<file path="src/rtl/core/rfa_pkg.sv">
package rfa_pkg;

	localparam int unsigned IO_BITS = 64;

	localparam logic [2:0] OP_ADD = 3'd0;
	localparam logic [2:0] OP_SUB = 3'd1;
	localparam logic [2:0] OP_MUL = 3'd2;
	localparam logic [2:0] OP_DIV = 3'd3;
	localparam logic [2:0] OP_CMP = 3'd4;

	localparam logic [1:0] ST_OK  = 2'd0;
	localparam logic [1:0] ST_OVF = 2'd1;
	localparam logic [1:0] ST_DZ  = 2'd2;

	typedef enum logic [2:0] {
		MS_CMP1,
		MS_CMP2,
		MS_LCM,
		MS_T1,
		MS_T2,
		MS_NUM,
		MS_DEN
	} mul_sel_t;

	typedef enum logic [1:0] {
		DS_PART,
		DS_M1,
		DS_RN,
		DS_RD
	} div_sel_t;

	typedef enum logic {
		GS_DEN,
		GS_RED
	} gcd_sel_t;

	typedef struct packed {
		logic     load;
		logic     mul_go;
		mul_sel_t mul_sel;
		logic     div_go;
		div_sel_t div_sel;
		logic     gcd_go;
		gcd_sel_t gcd_sel;
		logic     sum;
		logic     out_load;
	} ctl_cmd_t;

	typedef struct packed {
		logic       busy;
		logic       ovf;
		logic       dz;
		logic       out_full;
		logic [2:0] op;
	} dp_stat_t;

endpackage

</file>
<file path="src/rtl/core/rfa_ctrl.sv">
module rfa_ctrl
	import rfa_pkg::*;
(
	input  logic     clk,
	input  logic     arst_n,
	input  logic     in_valid,
	output logic     in_ready,
	input  dp_stat_t stat,
	output ctl_cmd_t cmd
);

	typedef enum logic [4:0] {
		S_IDLE, S_CHK, S_C1, S_C2,
		S_AG, S_AD1, S_AD2, S_AL, S_AT1, S_AT2, S_SUM,
		S_MN, S_MD,
		S_RG, S_RN, S_RD,
		S_DONE
	} state_t;

	state_t   state_q;
	ctl_cmd_t cmd_q;
	logic     pend;
	logic     ok;

	assign pend = cmd_q.load | cmd_q.mul_go | cmd_q.div_go | cmd_q.gcd_go | cmd_q.sum |
		cmd_q.out_load;
	assign ok = !stat.busy && !pend;
	assign in_ready = (state_q == S_IDLE);

	// operands are captured at the accepting edge
	always_comb begin
		cmd = cmd_q;
		cmd.load = in_valid && in_ready;
	end

	always_ff @(posedge clk or negedge arst_n) begin
		if (!arst_n) begin
			state_q <= S_IDLE;
			cmd_q <= '0;
		end else begin
			cmd_q <= '0;
			case (state_q)
				S_IDLE: begin
					if (in_valid) begin
						cmd_q.load <= 1'b1;
						state_q <= S_CHK;
					end
				end
				S_CHK: begin
					if (ok) begin
						case (stat.op)
							OP_CMP: begin
								cmd_q.mul_go <= 1'b1;
								cmd_q.mul_sel <= MS_CMP1;
								state_q <= S_C1;
							end
							OP_ADD, OP_SUB: begin
								if (stat.dz) begin
									state_q <= S_DONE;
								end else begin
									cmd_q.gcd_go <= 1'b1;
									cmd_q.gcd_sel <= GS_DEN;
									state_q <= S_AG;
								end
							end
							OP_MUL, OP_DIV: begin
								if (stat.dz) begin
									state_q <= S_DONE;
								end else begin
									cmd_q.mul_go <= 1'b1;
									cmd_q.mul_sel <= MS_NUM;
									state_q <= S_MN;
								end
							end
							default: state_q <= S_DONE;
						endcase
					end
				end
				S_C1: begin
					if (ok) begin
						cmd_q.mul_go <= 1'b1;
						cmd_q.mul_sel <= MS_CMP2;
						state_q <= S_C2;
					end
				end
				S_C2: begin
					if (ok) state_q <= S_DONE;
				end
				S_AG: begin
					if (ok) begin
						cmd_q.div_go <= 1'b1;
						cmd_q.div_sel <= DS_PART;
						state_q <= S_AD1;
					end
				end
				S_AD1: begin
					if (ok) begin
						cmd_q.div_go <= 1'b1;
						cmd_q.div_sel <= DS_M1;
						state_q <= S_AD2;
					end
				end
				S_AD2: begin
					if (ok) begin
						cmd_q.mul_go <= 1'b1;
						cmd_q.mul_sel <= MS_LCM;
						state_q <= S_AL;
					end
				end
				S_AL: begin
					if (ok) begin
						if (stat.ovf) begin
							state_q <= S_DONE;
						end else begin
							cmd_q.mul_go <= 1'b1;
							cmd_q.mul_sel <= MS_T1;
							state_q <= S_AT1;
						end
					end
				end
				S_AT1: begin
					if (ok) begin
						if (stat.ovf) begin
							state_q <= S_DONE;
						end else begin
							cmd_q.mul_go <= 1'b1;
							cmd_q.mul_sel <= MS_T2;
							state_q <= S_AT2;
						end
					end
				end
				S_AT2: begin
					if (ok) begin
						if (stat.ovf) begin
							state_q <= S_DONE;
						end else begin
							cmd_q.sum <= 1'b1;
							state_q <= S_SUM;
						end
					end
				end
				S_SUM, S_MD: begin
					if (ok) begin
						if (stat.ovf) begin
							state_q <= S_DONE;
						end else begin
							cmd_q.gcd_go <= 1'b1;
							cmd_q.gcd_sel <= GS_RED;
							state_q <= S_RG;
						end
					end
				end
				S_MN: begin
					if (ok) begin
						if (stat.ovf) begin
							state_q <= S_DONE;
						end else begin
							cmd_q.mul_go <= 1'b1;
							cmd_q.mul_sel <= MS_DEN;
							state_q <= S_MD;
						end
					end
				end
				S_RG: begin
					if (ok) begin
						cmd_q.div_go <= 1'b1;
						cmd_q.div_sel <= DS_RN;
						state_q <= S_RN;
					end
				end
				S_RN: begin
					if (ok) begin
						cmd_q.div_go <= 1'b1;
						cmd_q.div_sel <= DS_RD;
						state_q <= S_RD;
					end
				end
				S_RD: begin
					if (ok) state_q <= S_DONE;
				end
				S_DONE: begin
					if (ok && !stat.out_full) begin
						cmd_q.out_load <= 1'b1;
						state_q <= S_IDLE;
					end
				end
				default: state_q <= S_IDLE;
			endcase
		end
	end

endmodule

</file>
<file path="config.mk">
export PLATFORM = sky130hd
export DESIGN_NAME = rfa_ctrl
export DESIGN_NICKNAME = d
export VERILOG_FILES = /design/src/rtl/core/rfa_pkg.sv /design/src/rtl/core/rfa_ctrl.sv
export SDC_FILE = /design/constraint.sdc
export NUM_CORES = 1
export LEC_CHECK = 0
export ABC_AREA = 0
export BUFFER_PORTS_ARGS = -buffer_cell sky130_fd_sc_hd__buf_2
export CORE_MARGIN = 2
export CORE_UTILIZATION = 35
export CTS_CLUSTER_DIAMETER = 60
export DETAILED_ROUTE_END_ITERATION = 16
export SETUP_SLACK_MARGIN = 0.3
export SYNTH_ARGS = -nofsm -noshare
export SYNTH_HDL_FRONTEND = slang
export SYNTH_SLANG_ARGS = --single-unit
</file>
<file path="constraint.sdc">
create_clock -name clk -period 2.3 [get_ports clk]
set_clock_uncertainty 0.2 [all_clocks]
set_input_delay 0.23 -clock clk [delete_from_list [all_inputs] [get_ports clk]]
set_output_delay 0.23 -clock clk [all_outputs]
set_load 0.05 [all_outputs]
</file>
==> impl_metrics.prom <==
# TYPE chip_impl_metric gauge
chip_impl_info{name="run_status",value="finished clean"} 1
chip_impl_metric{name="count_of_boundary_i_o_pins",unit=""} 23
chip_impl_metric{name="synth_cell_types",unit=""} 44
chip_impl_metric{name="post_synth_mux_area_share",unit="%"} 2.96
chip_impl_info{name="setup.worst_path.end_class",value="output port"} 1
chip_impl_metric{name="synthesis.area_per_instance",unit="sq um"} 9.34
chip_impl_metric{name="final-instance-count-excl-fill",unit=""} 189
chip_impl_metric{name="timing.fmax",unit="MHz"} 455
chip_impl_info{name="grt_setup_unrepaired",value="true"} 1
chip_impl_metric{name="first_pass_iters",unit=""} 4
chip_impl_metric{name="die-height",unit="um"} 61.1
chip_impl_info{name="yosys-top-cells-area",value="dfrtp_1 (37%), buf_4 (7.2%), a21oi_1 (4.8%)"} 1
chip_impl_metric{name="vias_per_cell",unit=""} 5.20
chip_impl_metric{name="fp-row-count",unit=""} 20
chip_impl_metric{name="hpwlAfterDp",unit="mm"} 1.85
chip_impl_info{name="start_kind",value="flop"} 1
chip_impl_metric{name="synthArstFlopShare",unit="%"} 100
chip_impl_metric{name="antenna_found_initial",unit=""} 0
chip_impl_metric{name="crit_path_max_fanout",unit=""} 3
chip_impl_metric{name="post_synth_inst_count",unit=""} 122
chip_impl_metric{name="final-hold-violation-count",unit=""} 0
chip_impl_metric{name="initial_core_util",unit="%"} 37.0
chip_impl_metric{name="final_slew_violations",unit=""} 0
chip_impl_metric{name="drtAntennaViolNets",unit=""} 0
chip_impl_info{name="synth_top_family_by_area",value="simple AND/OR/NAND/NOR gates"} 1
chip_impl_metric{name="power_density",unit="nW/um^2"} 1430
chip_impl_metric{name="num_vias",unit=""} 983
chip_impl_metric{name="yosys.area.top_type_share",unit="%"} 37.3
chip_impl_metric{name="vdd_ir_drop_max",unit="mV"} 0.489
chip_impl_metric{name="clk_latency",unit="ns"} 0.29
chip_impl_metric{name="synth-simple-area-share",unit="%"} 26.2
chip_impl_metric{name="grt_remaining_overflow",unit=""} 0
chip_impl_metric{name="slew-limit-headroom",unit="%"} 72.7
chip_impl_metric{name="port_buffers",unit=""} 22
chip_impl_info{name="tritoncts",value="yes"} 1
chip_impl_info{name="clock_tree.root_cell",value="clkbuf_4"} 1
chip_impl_metric{name="number_of_synthesized_flops_with_an_enable_pin",unit=""} 0
chip_impl_info{name="postSynth.topFlopCell",value="dfrtp_1"} 1
chip_impl_metric{name="yosysWarningCount",unit=""} 0
chip_impl_metric{name="synth_compound_area_share",unit="%"} 19.2
chip_impl_info{name="critical_path_class",value="reg -> out"} 1
chip_impl_metric{name="yosys.area_share.xor_xnor",unit="%"} 2.31
chip_impl_metric{name="core_area",unit="sq um"} 3080
chip_impl_metric{name="cts.reportedPaths.clkPinSlew",unit="ns"} 0.10
chip_impl_metric{name="n_antenna_cell",unit=""} 0
chip_impl_metric{name="yosys_register_bits",unit=""} 17
chip_impl_metric{name="die_width",unit="um"} 61.1
chip_impl_metric{name="synth-adder-area-share",unit="%"} 0
chip_impl_metric{name="wl_per_cell",unit="um"} 13.8
chip_impl_metric{name="drt-initial-drc-count",unit=""} 30
chip_impl_metric{name="timing.max_cap.violations",unit=""} 0
chip_impl_metric{name="tightest_slew",unit="ns"} 0.409
chip_impl_metric{name="grt_first_pass_wirelength",unit="mm"} 4.38
chip_impl_info{name="cell_type_with_the_highest_aggregate_area_in_the_netlist",value="dfrtp_1"} 1
chip_impl_metric{name="final.fill_count",unit=""} 304
chip_impl_metric{name="grt_max_degree",unit=""} 20
chip_impl_metric{name="fp.dieArea",unit="sq um"} 3730
chip_impl_metric{name="gr-usage-all-layers",unit="%"} 16.1
chip_impl_metric{name="cts-root-to-sink-buffers",unit=""} 2
chip_impl_metric{name="post-route-cell-area",unit="sq um"} 1440
chip_impl_metric{name="timing.final.crit_period",unit="ns"} 2.20
chip_impl_metric{name="drt_total_wl",unit="mm"} 2.61
chip_impl_metric{name="setup_violations",unit=""} 0
chip_impl_metric{name="detail_route.drc_violations",unit=""} 0
chip_impl_metric{name="timing.final.crit_share",unit="%"} 95.5
chip_impl_metric{name="drive_above_1_share",unit="%"} 42.8
chip_impl_metric{name="finalNetCount",unit=""} 156
chip_impl_metric{name="gp_congestion",unit=""} 0.771
chip_impl_metric{name="seq_area_frac_synth",unit="%"} 37.3
chip_impl_info{name="hold_path_class",value="in -> reg"} 1
chip_impl_metric{name="areaGrowthSynthToFinish",unit="%"} 26.3
chip_impl_metric{name="synthesis.nets",unit=""} 132
chip_impl_metric{name="power.leakage",unit="uW"} 0.000647
chip_impl_metric{name="cts.htree.levels",unit=""} 1
chip_impl_metric{name="clkSinkCount",unit=""} 17
chip_impl_metric{name="critPathRequiredTime",unit="ns"} 1.87
chip_impl_metric{name="cp.arrival",unit="ns"} 1.77
chip_impl_metric{name="synthesis.area",unit="sq um"} 1140
chip_impl_metric{name="numPlacedInstances",unit=""} 174
chip_impl_metric{name="dpl-instance-area",unit="sq um"} 1240
chip_impl_metric{name="cts_made_buffers",unit=""} 3
chip_impl_metric{name="vias_in_the_first_global_route",unit=""} 955
critical path, stage by stage, from the launching register on:
cell and delay (ns):
dfrtp_1 0.39, or4_4 0.54, buf_6 0.15, nor3b_4 0.20
buf_6 0.19
timing repair:
| action | 4_1_cts | 5_1_grt |
|---|---|---|
| hold endpoints to repair | 18 | 0 |
| hold buffers | 2 | 0 |
| setup endpoints to repair | 11 | 15 |
| setup buffers | 6 | 3 |
| gates resized for setup | 10 | 8 |
| cloned | 0 | 0 |
| pin swaps | 3 | 5 |
power breakdown:
| part | total, uW | internal (uW) | switching (uW) |
|---|---|---|---|
| clock | 159 | 64.6 | 94.3 |
| sequential | 416 | 363 | 53.3 |
| combinational | 1480 | 681 | 802 |
| total | 2060 | 1110 | 950 |
path summary, 6_finish.rpt:
path,depth (start not counted),slack (ns),startpoint,to
min in group asynchronous,2,0.19,arst_n,state_q[1]$_DFFE_PN0P_
max in group asynchronous,2,1.44,arst_n,cmd[4]$_DFF_PN0_
hold / removal,3,0.14,stat[1],cmd[3]$_DFF_PN0_
hold reg to reg,2,0.45,cmd_q[11]$_DFF_PN0_,cmd[0]$_DFF_PN0_
setup / recovery,4,0.10,state_q[2]$_DFFE_PN0P_,cmd[11]
setup reg to reg,7,0.11,state_q[2]$_DFFE_PN0P_,state_q[2]$_DFFE_PN0P_
stage by stage:
stage / utilization [%] / TNS, ns / total power [uW] / hold WS (ns) / setup slack, ns
2_1_floorplan: - / -0.415 / 1440 / -0.266 / -0.132
3_3_place_gp: 40.4 / 0 / 1600 / -0.0394 / 0.211
3_5_place_dp: 40.4 / 0 / 1620 / -0.0301 / 0.161
4_1_cts: 44.8 / 0 / 1970 / 0.109 / 0.0881
5_1_grt: 46.8 / 0 / 2210 / 0.128 / 0.0388
6_report: 46.8 / 0 / 2060 / 0.139 / 0.103
logic make-up after synthesis:
| kind of cell | count (synthesis) |
|---|---|
| and+or+nand+nor | 50 |
| AOI/OAI and AO/OA | 28 |
| xor gates and xnor gates | 3 |
| buffers and inverters | 21 |
| DFF | 17 |
| muxes | 3 |
cells in the final DEF (no fill, tap or decap), types with 4 or more instances in the layout:
| cell type | n |
|---|---|
| a21oi_1 | 8 |
| buf_2 | 20 |
| buf_4 | 13 |
| buf_6 | 5 |
| dfrtp_1 | 17 |
| nand2_1 | 5 |
| nand2b_1 | 4 |
| nor2_1 | 9 |
| nor2b_1 | 6 |
layer usage:
layer / vias to the layer above / wire (um) / global-route usage [%]
met2: 19 / 1350 / 27.8
met5: - / 0 / 0
met1: 481 / 1170 / 20.3
li1: 481 / - / -
met3: 2 / 65 / 1.26
met4: 0 / 27 / 7.45
Yosys cell counts, drive strengths merged, types with 2 or more instances:
cell	instances
nand2	5
nor2b	6
nand2b	4
or4	4
dfrtp	17
nor3b	2
a221o	2
mux2	3
a21oi	11
nor3	3
buf	16
xor2	2
o31ai	2
nand3	2
and3	2
nor2	11
or3	2
o21ai	3
clkbuf	5
final cells by class:
cell class | count | area, sq um | share of cell area (%)
multi-input cells | 84 | 658 | 45.7
flip-flops and latches | 17 | 425 | 29.5
repair buffers | 40 | 274 | 19.0
well taps | 44 | 55.1 | 3.82
clock buffers | 3 | 22.5 | 1.56
clock inverters | 1 | 5.00 | 0.348
state kept, by name, indices dropped and copies added, names as in the netlist:
signal	cells
cmd	11
state_q	5
cmd_q	1
No activity file was read; power rests on OpenSTA's default activity.
